===== src/hdl/bpip_pkg.sv =====
// Shared types and constants for the banded point-in-polygon selector.
`timescale 1ns / 1ps
package bpip_pkg;

  typedef enum logic [1:0] {
    KIND_QUERY  = 2'd0,
    KIND_BAND   = 2'd1,
    KIND_VERTEX = 2'd2,
    KIND_END    = 2'd3
  } kind_t;

  localparam int QDEPTH = 4;
  localparam int QAW    = 2;

  // One classified beat handed from the front part to the back part.
  typedef struct packed {
    kind_t              kind;
    logic               cross_prev;
    logic               cross_close;
    logic               first_v;
    logic               ring_end;
    logic               poly_end;
    logic               ring_long;
    logic signed [15:0] bmin;
    logic signed [15:0] bmax;
  } cmd_t;

  typedef struct packed {
    logic signed [32:0] dx;
    logic signed [31:0] dy;
    logic signed [32:0] ex;
    logic signed [31:0] ey;
    logic               straddle;
    logic               dpos;
  } edge_t;

endpackage


===== src/hdl/bpip_queue.sv =====
// Short queue of classified beats between the front and back parts.
`timescale 1ns / 1ps
module bpip_queue (
  input  logic           clk,
  input  logic           rst_n,
  input  logic           wr,
  input  bpip_pkg::cmd_t wdata,
  input  logic           rd,
  output logic           nonempty,
  output logic           nearly_full,
  output bpip_pkg::cmd_t rdata
);

  bpip_pkg::cmd_t                 mem_r [bpip_pkg::QDEPTH];
  logic [bpip_pkg::QAW-1:0]       wp_r, rp_r;
  logic [bpip_pkg::QAW:0]         cnt_r;

  assign nonempty    = cnt_r != '0;
  // Two beats may still be in flight in the front pipeline.
  assign nearly_full = cnt_r >= (bpip_pkg::QAW+1)'(bpip_pkg::QDEPTH - 2);
  assign rdata       = mem_r[rp_r];

  always_ff @(posedge clk) begin
    if (wr) mem_r[wp_r] <= wdata;
  end

  always_ff @(posedge clk) begin
    if (!rst_n) begin
      wp_r <= '0; rp_r <= '0; cnt_r <= '0;
    end else begin
      if (wr) wp_r <= wp_r + 1'b1;
      if (rd) rp_r <= rp_r + 1'b1;
      cnt_r <= cnt_r + (bpip_pkg::QAW+1)'(wr) - (bpip_pkg::QAW+1)'(rd);
    end
  end

endmodule


===== config.mk =====
export PLATFORM = sky130hd
export DESIGN_NAME = bpip_queue
export DESIGN_NICKNAME = d
export VERILOG_FILES = /design/src/hdl/bpip_pkg.sv /design/src/hdl/bpip_queue.sv
export SDC_FILE = /design/constraint.sdc
export NUM_CORES = 1
export LEC_CHECK = 0
export ABC_AREA = 1
export ABC_CLOCK_PERIOD_IN_PS = 3460
export BUFFER_PORTS_ARGS = -buffer_cell sky130_fd_sc_hd__buf_2
export CORE_UTILIZATION = 62
export CTS_CLUSTER_DIAMETER = 100
export DETAILED_ROUTE_END_ITERATION = 6
export PLACE_DENSITY = 0.84
export REMOVE_ABC_BUFFERS = 1
export SLEW_MARGIN = 10
export SYNTH_ARGS = -nofsm -noshare
export SYNTH_HDL_FRONTEND = slang
export SYNTH_SLANG_ARGS = --single-unit

===== constraint.sdc =====
create_clock -name clk -period 3.46 [get_ports clk]
set_input_delay 0.692 -clock clk [delete_from_list [all_inputs] [get_ports clk]]
set_output_delay 0.692 -clock clk [all_outputs]
set_load 0.005 [all_outputs]

==> results of run 1 <==
-- power by group --
group	switching [mW]	internal [mW]
clock	0.738	1.09
sequential	0.0342	2.34
combinational	0.304	0.168
-- stage by stage --
step                      power, mW  instance area, sq um
after detailed placement      2.885                  7645
after global routing          4.826                  8220
after global placement        2.850                  7645
after floorplan               2.669                  7019
final                         4.676                  8220
after CTS                     4.685                  8220
-- cell usage in the layout (no fill, tap or decap) --
cell,n
nand2_1,210
inv_1,171
edfxtp_1,160
buf_2,85
nand3_1,83
clkbuf_16,21
nor2_1,8
ha_1,7
dfxtp_1,7
clkbuf_1,6
inv_2,5
clkinv_2,3
buf_4,3
o21ai_0,2
dfxtp_2,2
inv_4,2
inv_6,1
a21oi_1,1
xnor2_1,1
fa_1,1
-- area by class of cell --
cell class | instances | area (sq um)
sequential | 169 | 4987
fill | 693 | 2858
multi-input combinational | 313 | 1365
inverter | 177 | 669.4
clock buffer | 27 | 548.0
timing repair buffer | 88 | 447.9
tap | 140 | 175.2
clock inverter | 5 | 27.53
-- path summary, 6_finish.rpt --
check / from / to / slack, ns / cells after the start
max: register / rdata[8] / 0.82 / 5
min: wdata[29] / mem_r[2][29] / 0.49 / 1
max reg2reg: wp_r[0] / mem_r[0][37] / 1.65 / 4
min reg2reg: rp_r[1] / register / 0.50 / 2
-- flip-flops by register name, indices dropped and copies added (netlist names), named ones only --
name and flops:
rp_r 2, cnt_r 3, wp_r 2, mem_r 160
-- critical path, delay by kind of cell, from the launching register on --
kind	cells	cell delay (ns)
buffers and inverters	2	0.56
AND/OR/NAND/NOR	3	0.33
flip-flops	1	0.61
-- metal layers --
| metal | vias to the layer above | GRT usage, % | wire length, um |
|---|---|---|---|
| li1 | 2290 | - | - |
| met1 | 2334 | 30.20 | 5814 |
| met2 | 210 | 46.45 | 7928 |
| met3 | 34 | 6.283 | 913 |
| met4 | 0 | 11.05 | 378 |
| met5 | - | 0 | 0 |
-- logic make-up (layout without fill, tap and decap cells) --
kind of cell	Yosys count	in the layout	synth area share, %
flip-flops	169	169	69.21
adder cells (fa/ha/maj)	8	8	1.494
AO/OA/AOI/OAI	3	3	0.2084
AND/OR/NAND/NOR	301	301	17.13
XOR/XNOR	1	1	0.1216
buffers and inverters	203	297	11.83
==> impl_metrics.yaml, run 1 <==
detailed_routing:
  via_count: 4868
  vias_per_cell: 5.297
  drc: 16
  routedWlPerCell_um: 16.36
  drt_pass1_iterations: 7
  finalWirelength_um: 15040
  drt_iter0_markers: 417
  ant_nets: 0
timing:
  setup-tns-final_ns: 0
  fin_crit_ns: 2.644
  setup_slack_ns: 0.8162
  skew_ns: 0.004397
  worstMarginPinSlew_ns: 1.016
  finalCritPeriodShare_pct: 76.41
  finalSetupViolations: 0
  rsz0062_at_grt: "no"
  slew_viol_final: 0
  finalHoldViolations: 0
  holdWs_ns: 0.4916
  relSlewSlack_pct: 32.17
  fmax_ghz: 0.3782
final_layout:
  fin_cells: 919
  drive_above_1_share_pct: 15.66
  utilization_pct: 74.20
  synthToLayoutAreaGrowth_pct: 14.14
  num_antenna_cells: 0
  nets: 818
grt:
  grt_usage_pct: 26.13
  grt_overflow: 0
  grt_pass1_vias: 4791
  antenna_found_initial: 1
  grt_pass1_wl_um: 22910
  grt_max_degree: 81
logic_synthesis:
  avgSynthCellArea_sq_um: 10.51
  synth_largest_area_cell: "edfxtp_1"
  synth_cell_type_count: 17
  yosysWarnings: 0
  synth_seq_cells: 169
  synth_area_leaders: "edfxtp_1 (67%), nand2_1 (11%), inv_1 (9.1%)"
  synth_edf_count: 160
  synthCells: 685
  yosys-top-cells-count: "nand2_1 (210), inv_1 (175), edfxtp_1 (160)"
  ys.flop_type: "edfxtp_1"
  synth_top_area_share_pct: 66.71
  async_flop_share_pct: 0
  netlist_area_sq_um: 7202
  synth.most_common_cell: "nand2_1"
  ys_seq_area_share_pct: 69.21
clock_network:
  clk_pin_slew_ns: 0.06
  cts_buffer_depth: 2
  cts_tree: "done"
  cts.repair.resized: 0
  cts_setup_buffers: 0
  postCtsHoldBufs: 0
  insertion_delay_ns: 0.41
  cts_sinks: 169
  htreeDepth: 4
  cts_root_buffer: "clkbuf_16"
  cts_buffers: 17
worst_setup_path:
  cpMaxStageDelayCell: "dfxtp_2"
  cpMostUsedCell: "nand2_1"
  path_class: "register to primary output"
  cp-start-kind: "register"
  max_stage_delay_ns: 0.61
  arrival_ns: 1.95
  cp_cell_sequence: "buf_4 > nand2_1 > nand3_1 > nand2_1 > buf_2"
  worstPathMaxFanout: 31
  crit_required_ns: 2.77
  crit_path_end_kind: "primary output"
floorplan:
  die_y_um: 109.8
  placeableCoreArea_sq_um: 11080
  ios: 86
  num_rows: 38
  chipWidth_um: 109.8
  dieArea_sq_um: 12050
  start_util_pct: 65.01
place:
  post-place-ws_ns: 1.303
  place.port_buffers: 85
  place.gp.congestion: 0.7384
  placed_cells_incl_taps: 887
  post-dp-hpwl_um: 8427
power_and_ir_drop:
  worst_ir_drop_vdd_mv: 0.3298
  p_leak_nw: 3.887
  cellPowerDensity_nw_per_um2: 568.8
outcome:
  violations: "DRC"
  status: "complete, but fails checks"
min_path:
  worstHoldPathType: "input pin to register"
job:
  maxCapViolCount: 0
Note: power is estimated with default switching activity, not from simulation.
==> inputs of run 2 (changes only) <==
--- a/config.mk
+++ b/config.mk
@@ -6,12 +6,12 @@
 export NUM_CORES = 1
 export LEC_CHECK = 0
 export ABC_AREA = 1
-export ABC_CLOCK_PERIOD_IN_PS = 3460
+export ABC_CLOCK_PERIOD_IN_PS = 2500
 export BUFFER_PORTS_ARGS = -buffer_cell sky130_fd_sc_hd__buf_2
-export CORE_UTILIZATION = 62
+export CORE_UTILIZATION = 58
 export CTS_CLUSTER_DIAMETER = 100
 export DETAILED_ROUTE_END_ITERATION = 6
-export PLACE_DENSITY = 0.84
+export PLACE_DENSITY = 0.79
 export REMOVE_ABC_BUFFERS = 1
 export SLEW_MARGIN = 10
 export SYNTH_ARGS = -nofsm -noshare
==> constraint.sdc (replaced) <==
create_clock -name clk -period 2.5 [get_ports clk]
set_input_delay 0.5 -clock clk [delete_from_list [all_inputs] [get_ports clk]]
set_output_delay 0.5 -clock clk [all_outputs]
set_load 0.005 [all_outputs]
==> run 2 against run 1 <==
The flow now finishes without violations; critical endpoint is now rdata[12]; combinational power grew 38%; non-clock buffer count grew 6; register-to-register slack lost 0.81 ns; power grew 36%; clock power grew 32%.
==> impl_metrics.yaml, run 2 (synthesized netlist as in run 1, its figures left out) <==
outcome:
  status: "completed"
worst_setup_path:
  worstPathMaxFanout: 80
  cp-start-kind: "register"
  arrival_ns: 1.81
  worstReg2RegStart: "wp_r[0]"
  timing.rr.end: "mem_r[2][6]"
  crit_path_end_kind: "primary output"
  crit_required_ns: 2.00
  r2r_slack_ns: 0.84
  path_class: "register to primary output"
  r2r_cells: 5
final_layout:
  mostFrequentLayoutCells: "nand2_1 (210), inv_1 (171), edfxtp_1 (160), buf_2 (85), nand3_1 (83)"
  drive_above_1_share_pct: 16.18
  largestRegisters: "mem_r x160, cnt_r x3"
  final_area_sq_um: 8337
  utilization_pct: 69.12
  regMostFlops: "mem_r"
  synthToLayoutAreaGrowth_pct: 15.76
  fin_cells: 954
  nets: 824
  layout.cells.most_common: "nand2_1"
  largest_register_ffs: 160
  fill_cells: 866
floorplan:
  start_util_pct: 59.71
  die_y_um: 113.4
  ios: 86
  num_rows: 40
  chipWidth_um: 113.4
  dieArea_sq_um: 12870
  placeableCoreArea_sq_um: 12060
timing:
  rsz0062_at_grt: "no"
  finalSetupViolations: 0
  finalCritPeriodShare_pct: 92.28
  finalHoldViolations: 0
  slew_viol_final: 0
  relSlewSlack_pct: 61.37
  fin_crit_ns: 2.307
  fmax_ghz: 0.4335
  worstMarginPinSlew_ns: 0.5795
  skew_ns: 0.004567
detailed_routing:
  via_count: 4667
  drt_pass1_iterations: 5
  drc: 0
  drt_iter0_markers: 337
  vias_per_cell: 4.892
  ant_nets: 0
  routedWlPerCell_um: 14.23
  finalWirelength_um: 13570
grt:
  grt_overflow: 0
  antenna_found_initial: 2
  grt_pass1_vias: 4695
  grt_max_degree: 81
  grt_usage_pct: 22.82
  grt_pass1_wl_um: 21870
clock_network:
  clk_pin_slew_ns: 0.06
  cts_tree: "done"
  cts_setup_buffers: 0
  cts_buffer_depth: 2
  postCtsHoldBufs: 0
  cts.repair.resized: 0
  insertion_delay_ns: 0.42
  htreeDepth: 4
  cts_root_buffer: "clkbuf_16"
  cts_sinks: 169
  cts_buffers: 17
min_path:
  worstHoldPathType: "input pin to register"
  whs_path_depth: 1
  hp-start: "wdata[21]"
  hold_path_end: "mem_r[3][21]"
place:
  placed_cell_area_sq_um: 7790
  post-dp-hpwl_um: 8226
  place.port_buffers: 85
  placed_cells_incl_taps: 921
  place.gp.congestion: 0.7242
power_and_ir_drop:
  cellPowerDensity_nw_per_um2: 762.7
  total_power_mw: 6.358
  p_leak_nw: 3.918
  worst_ir_drop_vdd_mv: 0.3667
job:
  maxCapViolCount: 0
-- run 2: worst max path at each step --
| stage | from | to | depth (start not counted) |
|---|---|---|---|
| after CTS | register | rdata[12] | 5 |
| after global routing | register | rdata[8] | 5 |
| after detailed placement | register | rdata[12] | 5 |
| after floorplan | register | rdata[0] | 4 |
| final | register | rdata[12] | 5 |
| after global placement | rd | cnt_r[2] | 8 |
-- run 2: worst max-delay path: stages, from the launching register on --
cell and delay (ns):
dfxtp_4 0.44, inv_6 0.47, nand2_1 0.13, nand3_1 0.11
nand2_1 0.09, buf_2 0.13
-- run 2: per-stage QoR --
| step | hold WS, ns | setup TNS (ns) | setup WS (ns) |
|---|---|---|---|
| after floorplan | 0.4670 | -15.98 | -0.3995 |
| after global placement | 0.4961 | 0 | 0.6744 |
| after detailed placement | 0.4961 | 0 | 0.6247 |
| after CTS | 0.2767 | 0 | 0.1645 |
| after global routing | 0.2717 | 0 | 0.05026 |
| final | 0.2911 | 0 | 0.1930 |
-- run 2: where the power goes --
part           internal (mW)  switching, mW  leakage [nW]
clock                   1.44          0.973         0.267
combinational          0.251          0.401          2.11
sequential              3.24         0.0513          1.55
total                   4.93           1.43          3.92
-- run 2: layout make-up --
cell class / instances / area (sq um) / share of cell area [%]
sequential: 169 / 4990 / 59.85
multi-input combinational: 313 / 1365 / 16.37
inverter: 177 / 669.4 / 8.029
timing repair buffer: 94 / 555.5 / 6.664
clock buffer: 20 / 436.7 / 5.238
tap: 168 / 210.2 / 2.521
clock inverter: 12 / 107.6 / 1.291
antenna: 1 / 2.502 / 0.03002
-- run 2: metal layers --
metal / GRT usage, % / wire length (um) / vias up
met5: 0 / 10 / -
met4: 9.649 / 294 / 2
met3: 7.279 / 855 / 30
met2: 38.20 / 6867 / 148
met1: 27.44 / 5547 / 2186
li1: - / - / 2301
