[config.mk]
export PLATFORM = sky130hd
export DESIGN_NAME = bpip_back
export DESIGN_NICKNAME = d
export VERILOG_FILES = /design/src/hdl/bpip_pkg.sv /design/src/hdl/bpip_back.sv
export SDC_FILE = /design/constraint.sdc
export NUM_CORES = 1
export LEC_CHECK = 0
export ABC_AREA = 1
export BUFFER_PORTS_ARGS = -buffer_cell sky130_fd_sc_hd__buf_2
export CORE_AREA = 2 2 120 122
export DETAILED_ROUTE_END_ITERATION = 10
export DIE_AREA = 0 0 122 124
export HOLD_SLACK_MARGIN = 0.03
export PLACE_DENSITY_LB_ADDON = 0.12
export SYNTH_ARGS = -nofsm -noshare
export SYNTH_HDL_FRONTEND = slang
export SYNTH_SLANG_ARGS = --single-unit
[constraint.sdc]
create_clock -name clk -period 5 [get_ports clk]
set_input_delay 0 -clock clk [delete_from_list [all_inputs] [get_ports clk]]
set_output_delay 0 -clock clk [all_outputs]
set_load 0.03 [all_outputs]
[src/hdl/bpip_pkg.sv]
// Shared types and constants for the banded point-in-polygon selector.
`timescale 1ns / 1ps
package bpip_pkg;

  typedef enum logic [1:0] {
    KIND_QUERY  = 2'd0,
    KIND_BAND   = 2'd1,
    KIND_VERTEX = 2'd2,
    KIND_END    = 2'd3
  } kind_t;

  localparam int QDEPTH = 4;
  localparam int QAW    = 2;

  // One classified beat handed from the front part to the back part.
  typedef struct packed {
    kind_t              kind;
    logic               cross_prev;
    logic               cross_close;
    logic               first_v;
    logic               ring_end;
    logic               poly_end;
    logic               ring_long;
    logic signed [15:0] bmin;
    logic signed [15:0] bmax;
  } cmd_t;

  typedef struct packed {
    logic signed [32:0] dx;
    logic signed [31:0] dy;
    logic signed [32:0] ex;
    logic signed [31:0] ey;
    logic               straddle;
    logic               dpos;
  } edge_t;

endpackage

[src/hdl/bpip_back.sv]
// Back part: polygon and band bookkeeping, best band tracking and result register.
`timescale 1ns / 1ps
module bpip_back (
  input  logic               clk,
  input  logic               rst_n,
  input  logic               cmd_valid,
  input  bpip_pkg::cmd_t     cmd,
  output logic               cmd_take,
  output logic               out_empty,
  input  logic               out_pop,
  output logic               out_found,
  output logic signed [15:0] out_result_min,
  output logic signed [15:0] out_result_max
);

  logic               par_r, outer_r, oin_r, hole_r, bm_r, bo_r, bf_r;
  logic signed [15:0] cmin_r, cmax_r, bmin_r, bmax_r;
  logic [16:0]        bs_r;
  logic               ov_r;

  logic               par, ring_in, oin, hole, match;
  logic signed [16:0] s;
  logic [16:0]        str;
  logic               better, nf;
  logic signed [15:0] nmin, nmax;
  logic [16:0]        nstr;

  assign out_empty = !ov_r;
  assign cmd_take  = cmd_valid && !(cmd.kind == bpip_pkg::KIND_END && ov_r && !out_pop);

  always_comb begin
    par     = (cmd.first_v ? 1'b0 : (par_r ^ cmd.cross_prev)) ^ cmd.cross_close;
    ring_in = cmd.ring_long && par;
    oin     = outer_r ? ring_in : oin_r;
    hole    = hole_r || (!outer_r && ring_in);
    match   = bm_r || (oin && !hole && bo_r);
    s       = 17'(cmin_r) + 17'(cmax_r);
    str     = s[16] ? 17'(-s) : 17'(s);
    better  = bo_r && bm_r && (!bf_r || str > bs_r);
    nf      = bf_r || better;
    nmin    = better ? cmin_r : bmin_r;
    nmax    = better ? cmax_r : bmax_r;
    nstr    = better ? str : bs_r;
  end

  always_ff @(posedge clk) begin
    if (!rst_n) begin
      par_r <= 1'b0; outer_r <= 1'b1; oin_r <= 1'b0; hole_r <= 1'b0;
      bm_r <= 1'b0; bo_r <= 1'b0; bf_r <= 1'b0; ov_r <= 1'b0;
      cmin_r <= '0; cmax_r <= '0; bmin_r <= '0; bmax_r <= '0; bs_r <= '0;
    end else begin
      if (out_pop && ov_r && !(cmd_take && cmd.kind == bpip_pkg::KIND_END)) ov_r <= 1'b0;
      if (cmd_take) begin
        unique case (cmd.kind) inside
          bpip_pkg::KIND_QUERY, bpip_pkg::KIND_END: begin
            if (cmd.kind == bpip_pkg::KIND_END) begin
              ov_r           <= 1'b1;
              out_found      <= nf;
              out_result_min <= nf ? nmin : 16'sd0;
              out_result_max <= nf ? nmax : 16'sd0;
            end
            bo_r <= 1'b0; bm_r <= 1'b0; bf_r <= 1'b0;
            bmin_r <= '0; bmax_r <= '0; bs_r <= '0;
            par_r <= 1'b0; outer_r <= 1'b1; oin_r <= 1'b0; hole_r <= 1'b0;
          end
          bpip_pkg::KIND_BAND: begin
            bf_r <= nf; bmin_r <= nmin; bmax_r <= nmax; bs_r <= nstr;
            cmin_r <= cmd.bmin; cmax_r <= cmd.bmax;
            bo_r <= 1'b1; bm_r <= 1'b0;
            par_r <= 1'b0; outer_r <= 1'b1; oin_r <= 1'b0; hole_r <= 1'b0;
          end
          default: begin
            par_r <= cmd.first_v ? 1'b0 : (par_r ^ cmd.cross_prev);
            if (cmd.ring_end) begin
              par_r   <= 1'b0;
              outer_r <= 1'b0;
              oin_r   <= oin;
              hole_r  <= hole;
              if (cmd.poly_end) begin
                bm_r <= match;
                outer_r <= 1'b1; oin_r <= 1'b0; hole_r <= 1'b0;
              end
            end
          end
        endcase
      end
    end
  end

endmodule

==> flow_metrics.env, run 1 <==
export IMPL_status="finished clean"
export IMPL_clkLatencyLatePin_ps=420
export IMPL_hp_class="in2reg"
export IMPL_ys_warn_count=0
export IMPL_grt_use_met2=0.394
export IMPL_die_x_microns=122
export IMPL_power_switching_mw=0.762
export IMPL_syn_area_per_cell_sq_um=7.16
export IMPL_dpl_cell_count=1176
export IMPL_drt_initial_drc_count=387
export IMPL_core_area_sq_um=13700
export IMPL_clock_skew_ps=8.93
export IMPL_grt_setup_unrepaired="no"
export IMPL_power_density_nw_per_um2=328
export IMPL_viasPerCell=5.05
export IMPL_async_flop_share=0
export IMPL_cp_end_kind="flop"
export IMPL_diodes=0
export IMPL_grt_pass1_wl_microns=28100
export IMPL_cp_data_arrival_time_ps=4590
export IMPL_p_int_mw=1.96
export IMPL_start_util=0.493
export IMPL_globalplace_congestion=0.923
export IMPL_antenna_left=0
export IMPL_drc=0
export IMPL_seq_power_share=0.390
export IMPL_setup_viol=0
export IMPL_slowest_delay_ps=380
export IMPL_fillers=1272
export IMPL_pwr_share_clk=0.447
export IMPL_met1_usage=0.313
export IMPL_worstMarginPinSlew_ps=957
export IMPL_syn_to_final_growth_pct=22.7
export IMPL_syn_nets=1028
export IMPL_syn_area_sq_um=6760
export IMPL_grt_pass1_vias=5845
export IMPL_max_freq_ghz=0.225
export IMPL_path_clk_slew_ps=60
export IMPL_yosysSeqAreaShare=0.410
export IMPL_vias=6302
export IMPL_grt_overflow=0
export IMPL_layout_nets=1138
export IMPL_peakVddDrop_v=0.000252
export IMPL_grt_busiest_layer="met2"
export IMPL_cpMostUsedCell="nand2_1"
export IMPL_slowest_stage="fa_1"
export IMPL_drv_cap=0
export IMPL_setup_tns_ps=0
export IMPL_root_buffer="clkbuf_16"
export IMPL_hold_violations=0
export IMPL_drt_wl_total_microns=17500
export IMPL_dieArea_sq_um=15100
export IMPL_switching_share=0.280
export IMPL_drt_pass1_iterations=5
export IMPL_share_comb_of_total_power=0.163
export IMPL_clkSinkCount=122
export IMPL_wl_per_cell_microns=14.0
export IMPL_ys_flop_type="dfxtp_1"
export IMPL_row_count=43
export IMPL_layout_cells_non_filler=1248
export IMPL_slew_limit_headroom=0.358
export IMPL_cts_tree="yes"
export IMPL_post_dp_hpwl_microns=12200
export IMPL_ctsResizeCount=0
export IMPL_cts_max_path_buffers=2
export IMPL_synth_cell_types=36
export IMPL_cts_setup_buffers=0
export IMPL_layout_min_cycle_time_ps=4450
export IMPL_ys_ff_latch=122
export IMPL_use_met3=0.0513
export IMPL_io_pin_count=79
export IMPL_drive_gt1_frac=0.146
export IMPL_startpoint_type="flop"
export IMPL_syn_inst=945
export IMPL_synth_edff_count=33
export IMPL_portBuffers=78
export IMPL_leakage_nw=4.05
export IMPL_cts_buffers=17
export IMPL_fin_crit_sh=0.890
export IMPL_worstSetupPathType="reg2reg"
export IMPL_die_h_microns=124
export IMPL_ctsHtreeMaxLevel=4
export IMPL_crit_fanout=64
export IMPL_grt_max_degree=65
export IMPL_gr_usage_all_layers=0.240
export IMPL_slew_violations=0
export IMPL_cp_required_ps=5140
export IMPL_antenna_found_initial=0
==> worst paths after layout <==
path	from	to	slack, ps	cells past startpoint
max	cmin_r[0]$_SDFFE_PN0P_	out_result_min[3]$_SDFFCE_PP0P_	550	30
min	cmd[34]	outer_r$_SDFFE_PN1P_	90	4
max reg2reg	cmin_r[0]$_SDFFE_PN0P_	out_result_min[3]$_SDFFCE_PP0P_	550	30
min reg2reg	bs_r[10]$_SDFFE_PN0P_	bs_r[10]$_SDFFE_PN0P_	470	2
==> stage by stage <==
stage          area [sq um]   util  hold WS (ps)  total power, mW  setup WS (ps)
3_3_place_gp           7310  0.533           228             1.49            692
2_1_floorplan          6760      -           135             1.38           1170
5_1_grt                8300  0.605           112             2.84           80.0
4_1_cts                8300  0.605          76.7             2.73            554
6_report               8300  0.605          88.8             2.72            550
3_5_place_dp           7310  0.533           232             1.49            607
==> logic make-up (layout without fill, tap and decap cells) <==
kind of cell,Yosys count,count (layout),share of synthesized area
compound gates,170,170,0.135
xor+xnor,9,9,0.0128
fa+ha+maj,39,39,0.0733
flops,122,122,0.410
simple gates,439,439,0.274
buf+inv,166,289,0.0942
==> synthesized netlist by cell type (3+ instances only) <==
master    count  area share
nand3_1      40       0.030
buf_2         5      0.0037
o21bai_1      3      0.0033
nor3_1        3      0.0022
o21ai_0      91       0.067
xor2_1        6      0.0078
nand2_1     208        0.12
dfxtp_1      89        0.26
nand2_2      18       0.017
nand3b_1      5      0.0056
nand3_2       6      0.0089
edfxtp_1     33        0.15
a21oi_1      38       0.028
o22ai_1      32       0.030
inv_1       126       0.070
clkbuf_1     27       0.015
nor2_1      144       0.080
inv_2         5      0.0028
nor2_2        3      0.0028
ha_1         38       0.070
nand4_1       6      0.0056
==> what timing repair did <==
item | CTS | global route
hold buffers | 40 | 0
hold endpoints to repair | 36 | 0
endpoints found under the setup margin | 0 | 0
==> final cells by class <==
| cell class | count | area, sq um | share of cell area |
|---|---|---|---|
| Clock buffer | 19 | 443 | 0.0534 |
| Clock inverter | 13 | 140 | 0.0169 |
| Inverter | 132 | 495 | 0.0597 |
| Multi-Input combinational cell | 657 | 3360 | 0.406 |
| Sequential cell | 122 | 2770 | 0.334 |
| Tap cell | 180 | 225 | 0.0271 |
| Timing Repair Buffer | 125 | 856 | 0.103 |
==> flip-flops by register name (all words and copies together), names as in the netlist, 16 cells and up <==
signal          count
out_result_max     16
out_result_min     16
cmin_r             16
cmax_r             16
bmax_r             16
bmin_r             16
bs_r               17
==> routing by layer <==
metal	routed length, microns	vias to the layer above
met1	8260	2864
met2	8060	147
met3	844	22
met5	0	-
li1	-	3269
met4	371	0
==> critical path, delay by kind of cell, from the launching register on <==
family,cells,cell delay (ps)
AOI/OAI and AO/OA,4,550
adders and majority gates,3,920
buffers and inverters,5,730
and+or+nand+nor,18,1570
DFF,1,360
==> layout by cell type (no fill, tap or decap), types with 19 or more instances in the layout <==
| cell | Yosys | final |
|---|---|---|
| o21ai_0 | 91 | 91 |
| nor2_1 | 144 | 142 |
| nand2_2 | 18 | 19 |
| edfxtp_1 | 33 | 33 |
| ha_1 | 38 | 38 |
| dfxtp_1 | 89 | 89 |
| nand2_1 | 208 | 207 |
| buf_2 | 5 | 78 |
| o22ai_1 | 32 | 32 |
| a21oi_1 | 38 | 38 |
| dlygate4sd3_1 | 0 | 40 |
| nand3_1 | 40 | 40 |
| inv_1 | 126 | 126 |
==> power by group through the flow <==
stage | logic [mW] | clock network, mW | registers, mW
detailed placement | 0.413 | 0 | 1.08
CTS | 0.440 | 1.23 | 1.06
finish | 0.443 | 1.21 | 1.06
global placement | 0.408 | 0 | 1.08
floorplan | 0.305 | 0 | 1.08
global route | 0.505 | 1.27 | 1.06
No activity file was read; power rests on OpenSTA's default activity.
==> run 2: changes to the inputs <==
Settings changed: ABC_AREA 1 to unset, CORE_AREA 2 2 120 122 to 2 2 116 118, DIE_AREA 0 0 122 124 to 0 0 118 120, HOLD_SLACK_MARGIN 0.03 to unset.
==> run 2 against run 1 <==
Effect of this change:
- total power down 2.0%
- via count down 13%
- synthesized cell count down 29%
- sequential power about the same
- register-to-register slack worse by 380 ps
- setup slack worse by 380 ps
- critical path depth down 9
- clock power up 3%
- clock skew up 1.8 ps
- routed wire length down 3.0%
==> flow_metrics.env, run 2 <==
export IMPL_dpl_cell_area_sq_um=7050
export IMPL_path_clk_slew_ps=60
export IMPL_wl_per_cell_microns=17.0
export IMPL_cp_data_arrival_time_ps=5190
export IMPL_cts_tree="yes"
export IMPL_cts_max_path_buffers=2
export IMPL_async_flop_share=0
export IMPL_syn_area_sq_um=6320
export IMPL_crit_fanout=8
export IMPL_dpl_cell_count=917
export IMPL_worstMarginPinSlew_ps=850
export IMPL_syn_nets=752
export IMPL_layout_nets=894
export IMPL_synthTopCellsByCount="nand2_1, dfxtp_1, nor2_1"
export IMPL_syn_inst=669
export IMPL_syn_area_per_cell_sq_um=9.45
export IMPL_antenna_found_initial=0
export IMPL_setup_viol=0
export IMPL_ctsHtreeMaxLevel=4
export IMPL_grt_overflow=0
export IMPL_drt_pass1_iterations=5
export IMPL_drt_initial_drc_count=334
export IMPL_fin_crit_sh=0.966
export IMPL_leakage_nw=3.31
export IMPL_ys_flop_type="dfxtp_1"
export IMPL_row_count=42
export IMPL_worstSetupPathType="reg2reg"
export IMPL_clock_skew_ps=10.8
export IMPL_portBuffers=78
export IMPL_power_density_nw_per_um2=313
export IMPL_clkLatencyLatePin_ps=420
export IMPL_final_common_cell="nand2_1"
export IMPL_gr_usage_all_layers=0.233
export IMPL_drt_wl_total_microns=17000
export IMPL_largest_reg_flops=17
export IMPL_max_freq_ghz=0.207
export IMPL_crit_buf_inv=3
export IMPL_status="finished clean"
export IMPL_clkSinkCount=122
export IMPL_cp_end_kind="flop"
export IMPL_die_x_microns=118
export IMPL_peakVddDrop_v=0.000165
export IMPL_globalplace_congestion=0.860
export IMPL_diodes=0
export IMPL_startpoint_type="flop"
export IMPL_viasPerCell=5.48
export IMPL_cp_required_ps=5360
export IMPL_layout_min_cycle_time_ps=4830
export IMPL_final_cell_mix="nand2_1, dfxtp_1, buf_2, nor2_1, a21oi_1"
export IMPL_drv_cap=0
export IMPL_grt_pass1_wl_microns=26300
export IMPL_post_dp_hpwl_microns=11100
export IMPL_hold_slack_ps=63.8
export IMPL_grt_max_degree=34
export IMPL_die_h_microns=120
export IMPL_antenna_left=0
export IMPL_drc=0
export IMPL_yosysSeqAreaShare=0.439
export IMPL_setup_tns_ps=0
export IMPL_layout_cells_non_filler=1000
export IMPL_top_register="bs_r"
export IMPL_core_area_sq_um=13000
export IMPL_stdcell_area_sq_um=8500
export IMPL_slew_limit_headroom=0.433
export IMPL_synth_top_cell_area_share=0.282
export IMPL_dieArea_sq_um=14200
export IMPL_synth_most_common_cell="nand2_1"
export IMPL_drive_gt1_frac=0.250
export IMPL_yosysTopAreaCell="dfxtp_1"
export IMPL_cpLargestDelayFamily="simple AND/OR/NAND/NOR gates"
export IMPL_ys_ff_latch=122
export IMPL_io_pin_count=79
export IMPL_hp_class="in2reg"
export IMPL_vias=5475
export IMPL_slowest_stage="or4_4"
export IMPL_slowest_delay_ps=460
export IMPL_syn_to_final_growth_pct=34.5
export IMPL_slew_violations=0
export IMPL_start_util=0.487
export IMPL_cts_buffers=17
export IMPL_grt_pass1_vias=5353
export IMPL_ys_warn_count=0
export IMPL_hold_violations=0
export IMPL_cp_cell_sequence="ha_4 > inv_1 > fa_2 > nand2b_4 > a21oi_2 > xor2_2 > nor4_4 > nand3_1 > o21ai_2 > xnor2_1 > ha_1 > nand4_1 > or4_4 > mux2i_1 > and2_4 > a211oi_4 > buf_12 > o21a_1 > nor2_4 > clkbuf_16 > a22o_1"
export IMPL_synth_cell_types=66
export IMPL_synth_edff_count=33
export IMPL_root_buffer="clkbuf_16"
export IMPL_synth_area_leaders="dfxtp_1, edfxtp_1, ha_1"
-- run 2: cell count changes after synthesis, sizes merged, moves of 11 or more --
cell	change
a21oi	+22
a22o	+32
inv	-99
mux2i	+33
nand2	-136
nand3	-33
nor2	-87
o21ai	-74
o22ai	-32
xnor2	+11
-- run 2: repair_timing --
action,in CTS,in global routing
pin swaps,0,20
hold buffers,41,0
setup buffers,0,5
endpoints found under the hold margin,39,0
setup endpoints to repair,43,81
cloned,0,5
gates resized for setup,4,54
-- run 2: cell families after synthesis --
logic type | synth area share
compound gates | 0.209
xor+xnor | 0.0332
fa+ha+maj | 0.0784
buf+inv | 0.0398
flops | 0.439
mux | 0.0522
simple gates | 0.149
-- run 2: final cells by class --
class | instances | area [sq um]
Clock inverter | 14 | 168
Clock buffer | 18 | 429
Timing Repair Buffer | 154 | 1190
Inverter | 32 | 120
Tap cell | 176 | 220
Multi-Input combinational cell | 484 | 3600
Fill cell | 1029 | 4480
Sequential cell | 122 | 2780
-- run 2: metal layers --
layer / wire length [microns] / share of wire / track usage
met3: 650 / 0.038 / 0.0423
met5: 0 / 0 / 0
met4: 187 / 0.011 / 0.0873
met1: 7580 / 0.45 / 0.292
met2: 8590 / 0.50 / 0.402
-- run 2: where the power goes --
part / total, mW / switching [mW] / internal, mW / leakage [nW]
Clock: 1.25 / 0.466 / 0.785 / 0.291
Combinational: 0.375 / 0.208 / 0.166 / 1.94
Sequential: 1.04 / 0.0136 / 1.02 / 1.08
Total: 2.66 / 0.688 / 1.97 / 3.31
-- run 2: path summary, 6_finish.rpt --
kind,slack (ps),endpoint,depth (start not counted),startpoint
worst max register to register,170,bmax_r[3]$_SDFFE_PN0P_,21,cmax_r[0]$_SDFFE_PN0P_
worst max-delay path,170,bmax_r[3]$_SDFFE_PN0P_,21,cmax_r[0]$_SDFFE_PN0P_
worst min-delay path,60,hole_r$_SDFFE_PN0P_,6,cmd[36]
worst min register to register,450,bs_r[9]$_SDFFE_PN0P_,2,bs_r[9]$_SDFFE_PN0P_
-- run 2: per-stage QoR --
stage | setup slack (ps) | power, mW | util
after floorplan | 385 | 1.25 | -
after global placement | 86.6 | 1.34 | 0.543
after detailed placement | -53.1 | 1.35 | 0.543
after CTS | 39.0 | 2.62 | 0.623
after global routing | -103 | 2.76 | 0.655
final | 171 | 2.66 | 0.655
-- run 2: worst reg2reg max path: cells and delay by family, from the launching register on --
kind	cells	cell delay (ps)
AOI/OAI and AO/OA	5	780
xor gates and xnor gates	2	290
adders and majority gates	3	900
buffers and inverters	3	450
DFF	1	350
muxes	1	150
and+or+nand+nor	7	1880
